==> src/hw/rtl/pctf_pkg.sv <==
// pctf_pkg: shared types and codes for the productive countdown timer
package pctf_pkg;

  // mode codes, also the state machine of the timer
  typedef enum logic [2:0] {
    MODE_IDLE  = 3'd0,
    MODE_SET   = 3'd1,
    MODE_COUNT = 3'd2,
    MODE_PAUSE = 3'd3,
    MODE_STAT  = 3'd4
  } mode_t;

  // event codes carried by a request
  localparam logic [2:0] OP_INC   = 3'd0;
  localparam logic [2:0] OP_DEC   = 3'd1;
  localparam logic [2:0] OP_TICK  = 3'd2;
  localparam logic [2:0] OP_START = 3'd3;
  localparam logic [2:0] OP_ABORT = 3'd4;

  // result status codes
  localparam logic [1:0] ST_IGNORED    = 2'd0;
  localparam logic [1:0] ST_HANDLED    = 2'd1;
  localparam logic [1:0] ST_TRANSITION = 2'd2;

  // entry message codes
  localparam logic [1:0] MSG_NONE  = 2'd0;
  localparam logic [1:0] MSG_SET   = 2'd1;
  localparam logic [1:0] MSG_PROD  = 2'd2;
  localparam logic [1:0] MSG_PAUSE = 2'd3;

  // configuration register indexes
  localparam logic [1:0] CFG_STEP_SECONDS     = 2'd0;
  localparam logic [1:0] CFG_TICKS_PER_SECOND = 2'd1;
  localparam logic [1:0] CFG_STAT_HOLD_TICKS  = 2'd2;
  localparam logic [1:0] CFG_BEEP_SUBSECOND   = 2'd3;

  // configuration reset values
  localparam logic [11:0] RST_STEP_SECONDS     = 12'd60;
  localparam logic [7:0]  RST_TICKS_PER_SECOND = 8'd10;
  localparam logic [7:0]  RST_STAT_HOLD_TICKS  = 8'd30;
  localparam logic [7:0]  RST_BEEP_SUBSECOND   = 8'd5;

  localparam logic [15:0] SEC_MAX  = 16'hFFFF;
  localparam logic [31:0] PROD_MAX = 32'hFFFF_FFFF;

  typedef struct packed {
    logic [2:0] operation;
    logic [7:0] subsecond;
  } req_t;

  typedef struct packed {
    logic [2:0]  mode;
    logic [1:0]  status;
    logic        beep;
    logic [31:0] display_value;
    logic [1:0]  message;
  } rsp_t;

  typedef struct packed {
    logic [11:0] step_seconds;
    logic [7:0]  ticks_per_second;
    logic [7:0]  stat_hold_ticks;
    logic [7:0]  beep_subsecond;
  } cfg_t;

  typedef struct packed {
    mode_t       mode;
    logic [15:0] set_seconds;
    logic [15:0] elapsed_seconds;
    logic [31:0] productive_seconds;
    logic [7:0]  countdown_divider;
    logic [7:0]  stat_divider;
  } timer_state_t;

endpackage

==> src/hw/rtl/pctf_step.sv <==
// pctf_step: one event applied to the timer state, with mode exit and entry actions
module pctf_step (
  input  pctf_pkg::timer_state_t state,
  input  pctf_pkg::cfg_t         cfg,
  input  pctf_pkg::req_t         req,
  output pctf_pkg::timer_state_t state_nxt,
  output pctf_pkg::rsp_t         rsp
);
  import pctf_pkg::*;

  logic [16:0] add_sum;
  logic [15:0] set_add;
  logic        can_dec;
  logic [15:0] set_sub;
  logic [7:0]  cd_inc;
  logic        cd_fire;
  logic [15:0] set_tick;
  logic [15:0] elapsed_tick;
  logic [7:0]  st_inc;
  logic        st_fire;
  logic        beep_hit;
  logic [32:0] prod_sum;
  mode_t       dst;

  // shared arithmetic
  assign add_sum      = {1'b0, state.set_seconds} + {5'd0, cfg.step_seconds};
  assign set_add      = add_sum[16] ? SEC_MAX : add_sum[15:0];
  assign can_dec      = state.set_seconds >= {4'd0, cfg.step_seconds};
  assign set_sub      = state.set_seconds - {4'd0, cfg.step_seconds};
  assign cd_inc       = state.countdown_divider + 8'd1;
  assign cd_fire      = cd_inc >= cfg.ticks_per_second;
  assign set_tick     = (state.set_seconds != 16'd0) ? state.set_seconds - 16'd1 : 16'd0;
  assign elapsed_tick = (state.elapsed_seconds != SEC_MAX) ?
                        state.elapsed_seconds + 16'd1 : SEC_MAX;
  assign st_inc       = state.stat_divider + 8'd1;
  assign st_fire      = st_inc >= cfg.stat_hold_ticks;
  assign beep_hit     = req.subsecond == cfg.beep_subsecond;

  // next mode
  always_comb begin
    dst = state.mode;
    unique case (state.mode)
      MODE_IDLE: begin
        if (req.operation == OP_INC) dst = MODE_SET;
        else if (req.operation == OP_START) dst = MODE_STAT;
      end
      MODE_SET: begin
        if (req.operation == OP_ABORT) dst = MODE_IDLE;
        else if (req.operation == OP_START && can_dec) dst = MODE_COUNT;
      end
      MODE_COUNT: begin
        if (req.operation == OP_TICK && cd_fire && set_tick == 16'd0) dst = MODE_IDLE;
        else if (req.operation == OP_START) dst = MODE_PAUSE;
        else if (req.operation == OP_ABORT) dst = MODE_IDLE;
      end
      MODE_PAUSE: begin
        if (req.operation == OP_INC) dst = MODE_SET;
        else if (req.operation == OP_DEC && can_dec) dst = MODE_SET;
        else if (req.operation == OP_START) dst = MODE_COUNT;
        else if (req.operation == OP_ABORT) dst = MODE_IDLE;
      end
      MODE_STAT: begin
        if (req.operation == OP_TICK && st_fire) dst = MODE_IDLE;
      end
      default: dst = state.mode;
    endcase
  end

  // datapath and result
  always_comb begin
    state_nxt      = state;
    state_nxt.mode = dst;
    rsp            = '0;
    rsp.status     = ST_IGNORED;
    rsp.message    = MSG_NONE;

    unique case (state.mode)
      MODE_IDLE: begin
        if (req.operation == OP_INC) begin
          state_nxt.set_seconds = set_add;
        end else if (req.operation == OP_TICK && beep_hit) begin
          rsp.beep   = 1'b1;
          rsp.status = ST_HANDLED;
        end
      end
      MODE_SET: begin
        if (req.operation == OP_INC) begin
          state_nxt.set_seconds = set_add;
          rsp.status            = ST_HANDLED;
        end else if (req.operation == OP_DEC && can_dec) begin
          state_nxt.set_seconds = set_sub;
          rsp.status            = ST_HANDLED;
        end
      end
      MODE_COUNT: begin
        if (req.operation == OP_TICK) begin
          state_nxt.countdown_divider = cd_fire ? 8'd0 : cd_inc;
          if (cd_fire) begin
            state_nxt.set_seconds     = set_tick;
            state_nxt.elapsed_seconds = elapsed_tick;
            rsp.status                = ST_HANDLED;
          end
        end
      end
      MODE_PAUSE: begin
        if (req.operation == OP_INC) state_nxt.set_seconds = set_add;
        else if (req.operation == OP_DEC && can_dec) state_nxt.set_seconds = set_sub;
      end
      MODE_STAT: begin
        if (req.operation == OP_TICK) state_nxt.stat_divider = st_fire ? 8'd0 : st_inc;
      end
      default: ;
    endcase

    // exit and entry actions
    prod_sum = {1'b0, state.productive_seconds} + {17'd0, state_nxt.elapsed_seconds};
    if (dst != state.mode) begin
      rsp.status = ST_TRANSITION;
      if (state.mode == MODE_COUNT) begin
        state_nxt.productive_seconds = prod_sum[32] ? PROD_MAX : prod_sum[31:0];
        state_nxt.elapsed_seconds    = 16'd0;
      end
      if (dst == MODE_IDLE) begin
        state_nxt.set_seconds     = 16'd0;
        state_nxt.elapsed_seconds = 16'd0;
        rsp.message               = MSG_SET;
      end else if (dst == MODE_STAT) begin
        rsp.message = MSG_PROD;
      end else if (dst == MODE_PAUSE) begin
        rsp.message = MSG_PAUSE;
      end
    end

    rsp.mode          = dst;
    rsp.display_value = (dst == MODE_STAT) ? state_nxt.productive_seconds :
                        {16'd0, state_nxt.set_seconds};
  end

endmodule

==> src/hw/rtl/productive_countdown_timer_fsm_core.sv <==
// productive_countdown_timer_fsm_core: five-mode countdown timer with productive time total
//
//   channel | direction | handshake          | payload
//   --------+-----------+--------------------+-----------------------------------
//   in_     | input     | in_valid/in_stall  | pctf_pkg::req_t (operation, subsecond)
//   out_    | output    | out_valid/out_stall| pctf_pkg::rsp_t (mode .. message)
//   cfg_    | input     | cfg_valid/cfg_ready| cfg_index, cfg_data
//
// each accepted request is applied to the state registers and its result is
// captured in the output register at the same edge
// a new request is taken every cycle while the result register is empty or draining
// in_stall is high only while a result sits in the output register under out_stall
// rst_n (synchronous) returns to idle with all counters zero and config at defaults
// cfg_ready is always high; config is to be written between requests, the block does not enforce it
module productive_countdown_timer_fsm_core (
  input  logic            clk,
  input  logic            rst_n,
  input  logic            in_valid,
  output logic            in_stall,
  input  pctf_pkg::req_t  in_data,
  output logic            out_valid,
  input  logic            out_stall,
  output pctf_pkg::rsp_t  out_data,
  input  logic            cfg_valid,
  output logic            cfg_ready,
  input  logic [1:0]      cfg_index,
  input  logic [11:0]     cfg_data
);
  import pctf_pkg::*;

  cfg_t         cfg_r;
  cfg_t         cfg_nxt;
  timer_state_t state_r;
  timer_state_t state_nxt;
  rsp_t         rsp;
  rsp_t         out_data_r;
  logic         out_valid_r;
  logic         out_valid_nxt;
  logic         in_acc;

  // request is accepted when the result register is free or being taken
  assign in_stall  = out_valid_r && out_stall;
  assign in_acc    = in_valid && !in_stall;
  assign cfg_ready = 1'b1;
  assign out_valid = out_valid_r;
  assign out_data  = out_data_r;

  // config register decode
  always_comb begin
    cfg_nxt = cfg_r;
    if (cfg_valid && cfg_ready) begin
      unique case (cfg_index)
        CFG_STEP_SECONDS:     cfg_nxt.step_seconds     = cfg_data;
        CFG_TICKS_PER_SECOND: cfg_nxt.ticks_per_second = cfg_data[7:0];
        CFG_STAT_HOLD_TICKS:  cfg_nxt.stat_hold_ticks  = cfg_data[7:0];
        CFG_BEEP_SUBSECOND:   cfg_nxt.beep_subsecond   = cfg_data[7:0];
        default:              cfg_nxt = cfg_r;
      endcase
    end
  end

  // event logic: next timer state and the result of this request
  pctf_step u_step (
    .state     (state_r),
    .cfg       (cfg_r),
    .req       (in_data),
    .state_nxt (state_nxt),
    .rsp       (rsp)
  );

  // result register valid: set by an accepted request, cleared when taken
  always_comb begin
    out_valid_nxt = out_valid_r;
    if (in_acc) out_valid_nxt = 1'b1;
    else if (!out_stall) out_valid_nxt = 1'b0;
  end

  always_ff @(posedge clk) begin
    if (!rst_n) begin
      cfg_r.step_seconds     <= RST_STEP_SECONDS;
      cfg_r.ticks_per_second <= RST_TICKS_PER_SECOND;
      cfg_r.stat_hold_ticks  <= RST_STAT_HOLD_TICKS;
      cfg_r.beep_subsecond   <= RST_BEEP_SUBSECOND;
      state_r.mode               <= MODE_IDLE;
      state_r.set_seconds        <= 16'd0;
      state_r.elapsed_seconds    <= 16'd0;
      state_r.productive_seconds <= 32'd0;
      state_r.countdown_divider  <= 8'd0;
      state_r.stat_divider       <= 8'd0;
      out_valid_r                <= 1'b0;
    end else begin
      cfg_r       <= cfg_nxt;
      out_valid_r <= out_valid_nxt;
      if (in_acc) state_r <= state_nxt;
    end
  end

  // result payload, no reset needed
  always_ff @(posedge clk) begin
    if (in_acc) out_data_r <= rsp;
  end

`ifndef SYNTHESIS
  // an accepted request always shows up as a result on the next cycle
  a_req_gives_rsp: assert property (@(posedge clk) disable iff (!rst_n)
    in_acc |=> out_valid)
    else $error("accepted request produced no result");

  // a pending result carries the mode now held in the state register
  a_rsp_mode_matches: assert property (@(posedge clk) disable iff (!rst_n)
    out_valid |-> out_data.mode == state_r.mode)
    else $error("result mode differs from timer mode");

  // entry messages only come with a mode transition
  a_msg_on_transition: assert property (@(posedge clk) disable iff (!rst_n)
    (out_valid && out_data.message != MSG_NONE) |-> out_data.status == ST_TRANSITION)
    else $error("entry message without transition");

  // elapsed time is folded into the total whenever countdown is left
  a_elapsed_only_counting: assert property (@(posedge clk) disable iff (!rst_n)
    state_r.mode != MODE_COUNT |-> state_r.elapsed_seconds == 16'd0)
    else $error("elapsed time kept outside countdown");
`endif

endmodule
==> config.mk <==
export PLATFORM = sky130hd
export DESIGN_NAME = productive_countdown_timer_fsm_core
export DESIGN_NICKNAME = d
export VERILOG_FILES = /design/src/hw/rtl/pctf_pkg.sv /design/src/hw/rtl/pctf_step.sv /design/src/hw/rtl/productive_countdown_timer_fsm_core.sv
export SDC_FILE = /design/constraint.sdc
export NUM_CORES = 1
export LEC_CHECK = 0
export ABC_AREA = 1
export BUFFER_PORTS_ARGS = -buffer_cell sky130_fd_sc_hd__buf_4
export CAP_MARGIN = 15
export CORE_MARGIN = 5
export CORE_UTILIZATION = 27
export CTS_BUF_LIST = sky130_fd_sc_hd__clkbuf_8
export DETAILED_ROUTE_END_ITERATION = 10
export GPL_TIMING_DRIVEN = 0
export SLEW_MARGIN = 30
export SYNTH_ARGS = -nofsm -noshare
export SYNTH_HDL_FRONTEND = slang
export SYNTH_SLANG_ARGS = --single-unit
==> constraint.sdc <==
create_clock -name clk -period 5.4 [get_ports clk]
set_clock_uncertainty 0.1 [all_clocks]
set_input_delay 0.81 -clock clk [delete_from_list [all_inputs] [get_ports clk]]
set_output_delay 0.81 -clock clk [all_outputs]
set_load 0.005 [all_outputs]
==> reports/results.tsv, run 1 <==
metric	value	unit
cts.hold.buffers_added	0	
synth-async-reset-ratio	0	
grt_antenna_before_repair	0	
setup_ws	0.241	ns
yosysMostFrequentCell	nand2_1	
die-height	231	um
coreArea	47900	sq um
synth_enable_flop_cells	40	
ir_drop	163	uV
fin_nets	2284	
clkSlewWorstSetupHoldPaths	0.09	ns
leakage	0.00726	uW
dpl_cell_area	14500	sq um
status	finished clean	
drv_slew	0	
postSynthCellCount	2088	
slowest_stage	dfxtp_1	
arrival	5.39	ns
maxCapViolations	0	
n_fill_cell	5192	
required	5.63	ns
finalCritPeriodShare	0.955	
place.gp.congestion	0.966	
numPortBuffers	70	
top_level_ports	73	
htreeDepth	4	
synth_area_leaders	dfxtp_1 (18%), nand2_1 (15%), edfxtp_1 (9.1%)	
worstMarginPinSlew	0.911	ns
cts-buffers-inserted	17	
clock_path_buffers	2	
worstSetupPathType	register to register	
yosysUniqueCellTypes	55	
viasPerCell	5.08	
yosys_warnings	0	
p_total	3770	uW
ys.flop_type	dfxtp_1	
wirelength	45.7	mm
synth_nets	2181	
cts_tree	built	
synth_top_area_cell	dfxtp_1	
synthTopCellsByCount	nand2_1 (540), inv_1 (265), a21oi_1 (183)	
critPathLaunchType	register	
ant_nets	0	
grt_max_degree	32	
syn_to_final_growth	16.0	%
max_freq	194	MHz
cts_root_buf	clkbuf_8	
dp_slack	-0.864	ns
rows	80	
drt_pass1_iterations	5	
wl_per_cell	16.2	um
clkLatencyLatePin	0.51	ns
ys_ff_latch	160	
period_needed	5.16	ns
routed-via-count	14310	
finalSetupViolCount	0	
cpMostUsedCell	nand2_1	
grt_pass1_wl	72.0	mm
hold_viol	0	
stdcell_area	15200	sq um
dieArea	53200	sq um
grtUsageTotal	0.167	
synthesis.area	13100	sq um
diodes	0	
drc	0	
grt_pass1_vias	13545	
hold_path_class	register to register	
avgSynthCellArea	6.29	sq um
grt_overflow	0	
end_kind	register	
ys_seq_area_frac	0.274	
die_x	231	um
post-dp-hpwl	35.8	mm
first_iter_violations	1182	
power.density	247	nW/um^2
slew_headroom	0.388	
drive_gt1_frac	0.121	
slowest_delay	0.37	ns
clkSinkCount	160	
path_max_fanout	5	
start_util	0.274	
fin_setup_tns	0	ns
synth_top_area_frac	0.183	
## registers in the layout (all words and copies together), names as in the netlist
| signal | cells |
|---|---|
| cfg_r | 36 |
| out_valid | 1 |
| out_data | 40 |
| state_r | 83 |
## placed cells by master, fill, tap and decap left out, drive strengths merged, types with 2 or more instances in the layout
cell	count
o21a	2
xor2	51
o21bai	5
o211ai	14
a21oi	185
dfxtp	120
ha	60
a21o	7
o22ai	2
xnor2	6
o21ai	184
nand3	175
and2	3
edfxtp	40
a22oi	10
nand4	42
nand3b	25
nor2	163
a31oi	2
or2	8
fa	3
nor4	8
inv	283
nand2	564
nor3	30
bufinv	3
buf	124
clkbuf	67
clkinv	7
## logic make-up after synthesis
| group | Yosys count | share of synthesized area |
|---|---|---|
| flip-flops | 160 | 0.274 |
| XOR/XNOR | 57 | 0.0380 |
| AND/OR/NAND/NOR | 1021 | 0.344 |
| multiplexers | 1 | 0.000762 |
| buffers and inverters | 370 | 0.113 |
| other | 1 | 0.000286 |
| adder cells (fa/ha/maj) | 63 | 0.0617 |
| AO/OA/AOI/OAI | 415 | 0.168 |
## critical path, delay by kind of cell (launching register included)
family	cells	cell delay [ns]
AO/OA/AOI/OAI	3	0.44
XOR/XNOR	1	0.14
adder cells (fa/ha/maj)	2	0.67
buffers and inverters	3	0.34
flip-flops	1	0.37
AND/OR/NAND/NOR	21	2.90
## through the flow
stage          cells  hold WS, ns  utilization
3_5_place_dp    2774        0.358        0.301
2_1_floorplan   2088        0.335            -
3_3_place_gp    2773        0.354        0.301
6_report        2819        0.366        0.318
4_1_cts         2810        0.372        0.312
5_1_grt         2819        0.404        0.318
## cell type report
cell class | count | area (sq um) | area share
flip-flops and latches | 160 | 3610 | 0.237
inverters | 279 | 1050 | 0.0689
clock buffers | 17 | 234 | 0.0154
clock inverters | 15 | 181 | 0.0119
repair buffers | 83 | 639 | 0.0420
plain buffers | 91 | 455 | 0.0299
multi-input cells | 1559 | 8300 | 0.545
well taps | 615 | 769 | 0.0505
## worst paths after layout
path | startpoint | endpoint | slack, ns | cells past startpoint
worst max-delay path | state_r[9] | out_data[33] | 0.24 | 30
worst min-delay path | cfg_r[15] | cfg_r[15] | 0.37 | 2
worst max register to register | state_r[9] | out_data[33] | 0.24 | 30
worst min register to register | cfg_r[15] | cfg_r[15] | 0.37 | 2
## per-layer routing
layer  part of all wire  vias to the layer above  global-route usage
met3              0.066                       99              0.0257
met5                  0                        -                   0
met2               0.45                      498               0.268
li1                   -                     7043                   -
met1               0.45                     6670               0.226
met4              0.038                        0              0.0697
## power breakdown
part | total, uW | internal, uW | switching (uW) | leakage (uW)
Sequential | 1420 | 1330 | 88.4 | 0.00139
Combinational | 1360 | 451 | 911 | 0.00566
Clock | 990 | 464 | 526 | 0.000214
## what timing repair did
action / CTS / global route
setup endpoints to repair: 64 / 64
pin swaps: 4 / 11
gates resized for setup: 18 / 54
buffers inserted: 4 / 8
cloned: 0 / 1
endpoints found under the hold margin: 0 / 0
(Power assumes the default switching activity.)
==> inputs of run 2 (changes only) <==
Settings changed: ABC_AREA 1 to not set, GPL_ROUTABILITY_DRIVEN set to 0.
==> run 2 against run 1 <==
Non-clock buffer count increased by 17. Global-route usage down 0.48 points. Design area down 10%. Utilization up 1.0 points. Clock power fell by 11%. Worst hold slack worse by 0.0012 ns. Register-to-register slack lost 0.22 ns. Largest power group unchanged. Clock-buffer cell count is the same. Total power shrank 28%. Die area down 13%. Critical path type unchanged.
==> reports/results.tsv, run 2 <==
metric	value	unit	change
final_cell_mix	nand2_1 (165), a21oi_1 (129), nor2_1 (127)		
slowest_delay	0.44	ns	+0.07 ns
top_level_ports	73		unchanged
die-height	215	um	-6.8%
grt_pass1_vias	11197		-17%
dpl_cell_area	12600	sq um	-13%
path_buf_inv	0		-3
htreeDepth	4		unchanged
required	5.52	ns	-0.11 ns
postSynthCellCount	1456		-30%
worstSetupPathType	register to register		
dieArea	46100	sq um	-13%
start_util	0.271		-0.00277
yosys_warnings	0		unchanged
avgSynthCellArea	7.78	sq um	+24%
fin_nets	1667		-27%
clkSinkCount	160		unchanged
cts-buffers-inserted	17		unchanged
numPortBuffers	67		-4.3%
finalCritPeriodShare	0.997		+0.0414
arrival	5.50	ns	+0.11 ns
post-dp-hpwl	29.3	mm	-18%
dp_slack	-1.36	ns	-0.493 ns
synth_nets	1549		-29%
first_iter_violations	1075		-9.1%
grt_overflow	0		unchanged
stdcell_area	13700	sq um	-10%
slew_headroom	0.288		-0.100
end_kind	register		
die_x	215	um	-6.8%
path_delay_family	simple AND/OR/NAND/NOR gates		
yosysMostFrequentCell	nand2_1		
synth_top_area_frac	0.212		+0.0292
synth-async-reset-ratio	0		unchanged
clkLatencyLatePin	0.50	ns	about the same
cpMostUsedCell	a21o_1		
rows	75		-6.3%
critPathLaunchType	register		
hold_viol	0		unchanged
ir_drop	134	uV	-18%
hold_path_class	register to register		
path_max_fanout	5		unchanged
routed-via-count	11771		-18%
drc	0		unchanged
coreArea	41800	sq um	-13%
grtUsageTotal	0.163		-0.00476
hold_ws	0.365	ns	-0.00119 ns
leakage	0.00513	uW	-29%
finalSetupViolCount	0		unchanged
path_cells	and3_4 -> and3_4 -> nand3_4 -> xnor2_2 -> ha_1 -> and3_4 -> o211ai_1 -> o21a_2 -> nor3_4 -> nand2_2 -> or4_4 -> o21ai_2 -> a21o_1 -> ha_4 -> a21o_1 -> a21o_1 -> a21o_1 -> or3_4 -> o21bai_4 -> a21boi_4 -> or2_4 -> a21oi_2 -> nor2_1		
synth_area_leaders	dfxtp_1 (21%), edfxtp_1 (11%), ha_1 (6.6%)		
status	finished clean		
post-route-util	0.328		+0.0103
slowest_stage	or4_4		
grt_pass1_wl	61.1	mm	-15%
drive_gt1_frac	0.164		+0.0433
clock_path_buffers	2		unchanged
wl_per_cell	18.3	um	+13%
synth_enable_flop_cells	40		unchanged
maxCapViolations	0		unchanged
synthTopCellsByCount	nand2_1 (168), a21oi_1 (139), nor2_1 (130)		
clkSlewWorstSetupHoldPaths	0.11	ns	+0.02 ns
power.density	198	nW/um^2	-20%
ys_seq_area_frac	0.318		+0.0439
setup_ws	0.0174	ns	-0.223 ns
largest-register	state_r		
ant_nets	0		unchanged
cts_root_buf	clkbuf_8		
worstMarginPinSlew	1.06	ns	+0.153 ns
rsz0062_at_grt	true		
largest_register_ffs	83		unchanged
drt_pass1_iterations	5		unchanged
grt_max_degree	20		-38%
cts.hold.buffers_added	0		unchanged
grt_antenna_before_repair	3		+3
syn_to_final_growth	21.0	%	
cts_tree	built		
yosysUniqueCellTypes	90		+64%
period_needed	5.38	ns	+0.223 ns
max_freq	186	MHz	-4.2%
p_total	2710	uW	-28%
final_common_cell	nand2_1		
viasPerCell	5.53		+8.9%
synth_top_area_cell	dfxtp_1		
synthesis.area	11300	sq um	-14%
drv_slew	0		unchanged
wirelength	39.1	mm	-15%
ys.flop_type	dfxtp_1		
ys_ff_latch	160		unchanged
## run 2: changes by cell type after synthesis, moves of 30 or more
cell	before	now
inv_1	265	53
xnor2_1	6	36
nand3_1	169	64
nand2_1	540	168
a21oi_1	183	139
o21ai_0	178	105
## run 2: power breakdown
part,leakage (uW),total [uW],switching (uW),internal (uW)
Combinational,0.00356,538,358,181
Sequential,0.00137,1290,21.2,1260
Clock,0.000195,882,540,342
## run 2: path summary, 6_finish.rpt
check,slack [ns],start,cells past startpoint,to
setup / recovery,0.02,state_r[8],23,out_data[23]
hold / removal,0.37,cfg_r[22],2,cfg_r[22]
setup reg to reg,0.02,state_r[8],23,out_data[23]
hold reg to reg,0.37,cfg_r[22],2,cfg_r[22]
## run 2: worst register-to-register path: cells and delay by family, from the launching register on
kind	cells	cell delay (ns)
flip-flops	1	0.37
XOR/XNOR	1	0.16
adder cells (fa/ha/maj)	2	0.55
AND/OR/NAND/NOR	10	2.21
AO/OA/AOI/OAI	10	1.74
## run 2: logic make-up after synthesis
logic type               after synthesis  synth area share
AND/OR/NAND/NOR                      554             0.239
XOR/XNOR                              59            0.0456
multiplexers                           8           0.00773
buffers and inverters                148            0.0522
other                                  1          0.000331
adder cells (fa/ha/maj)               63            0.0716
AO/OA/AOI/OAI                        463             0.265
flip-flops                           160             0.318
## run 2: layout make-up
| cell class | count | area [sq um] |
|---|---|---|
| clock buffers | 17 | 234 |
| diodes | 3 | 7.51 |
| fillers | 4351 | 28100 |
| well taps | 539 | 674 |
| flip-flops and latches | 160 | 3610 |
| inverters | 55 | 206 |
| plain buffers | 92 | 418 |
| clock inverters | 15 | 146 |
| multi-input cells | 1149 | 7620 |
| repair buffers | 99 | 783 |
## run 2: per-layer routing
metal | vias to the layer above | wire (um) | track usage
met3 | 91 | 2780 | 0.0308
met1 | 5656 | 16800 | 0.212
li1 | 5587 | - | -
met2 | 437 | 18000 | 0.264
met4 | 0 | 1390 | 0.0696
met5 | - | 0 | 0
## run 2: repair_timing
| action | 4_1_cts | 5_1_grt |
|---|---|---|
| gates cloned | 1 | 0 |
| setup endpoints to repair | 48 | 49 |
| resized for setup | 57 | 53 |
| setup buffers | 15 | 15 |
| hold endpoints to repair | 0 | 0 |
| pin swaps | 15 | 43 |
## run 2: per-stage QoR
| stage | instances | setup TNS (ns) |
|---|---|---|
| after floorplan | 1456 | 0 |
| after global placement | 2062 | -49.38 |
| after detailed placement | 2064 | -52.19 |
| after CTS | 2111 | -0.00331 |
| after global routing | 2128 | -2.69 |
| final | 2129 | 0 |
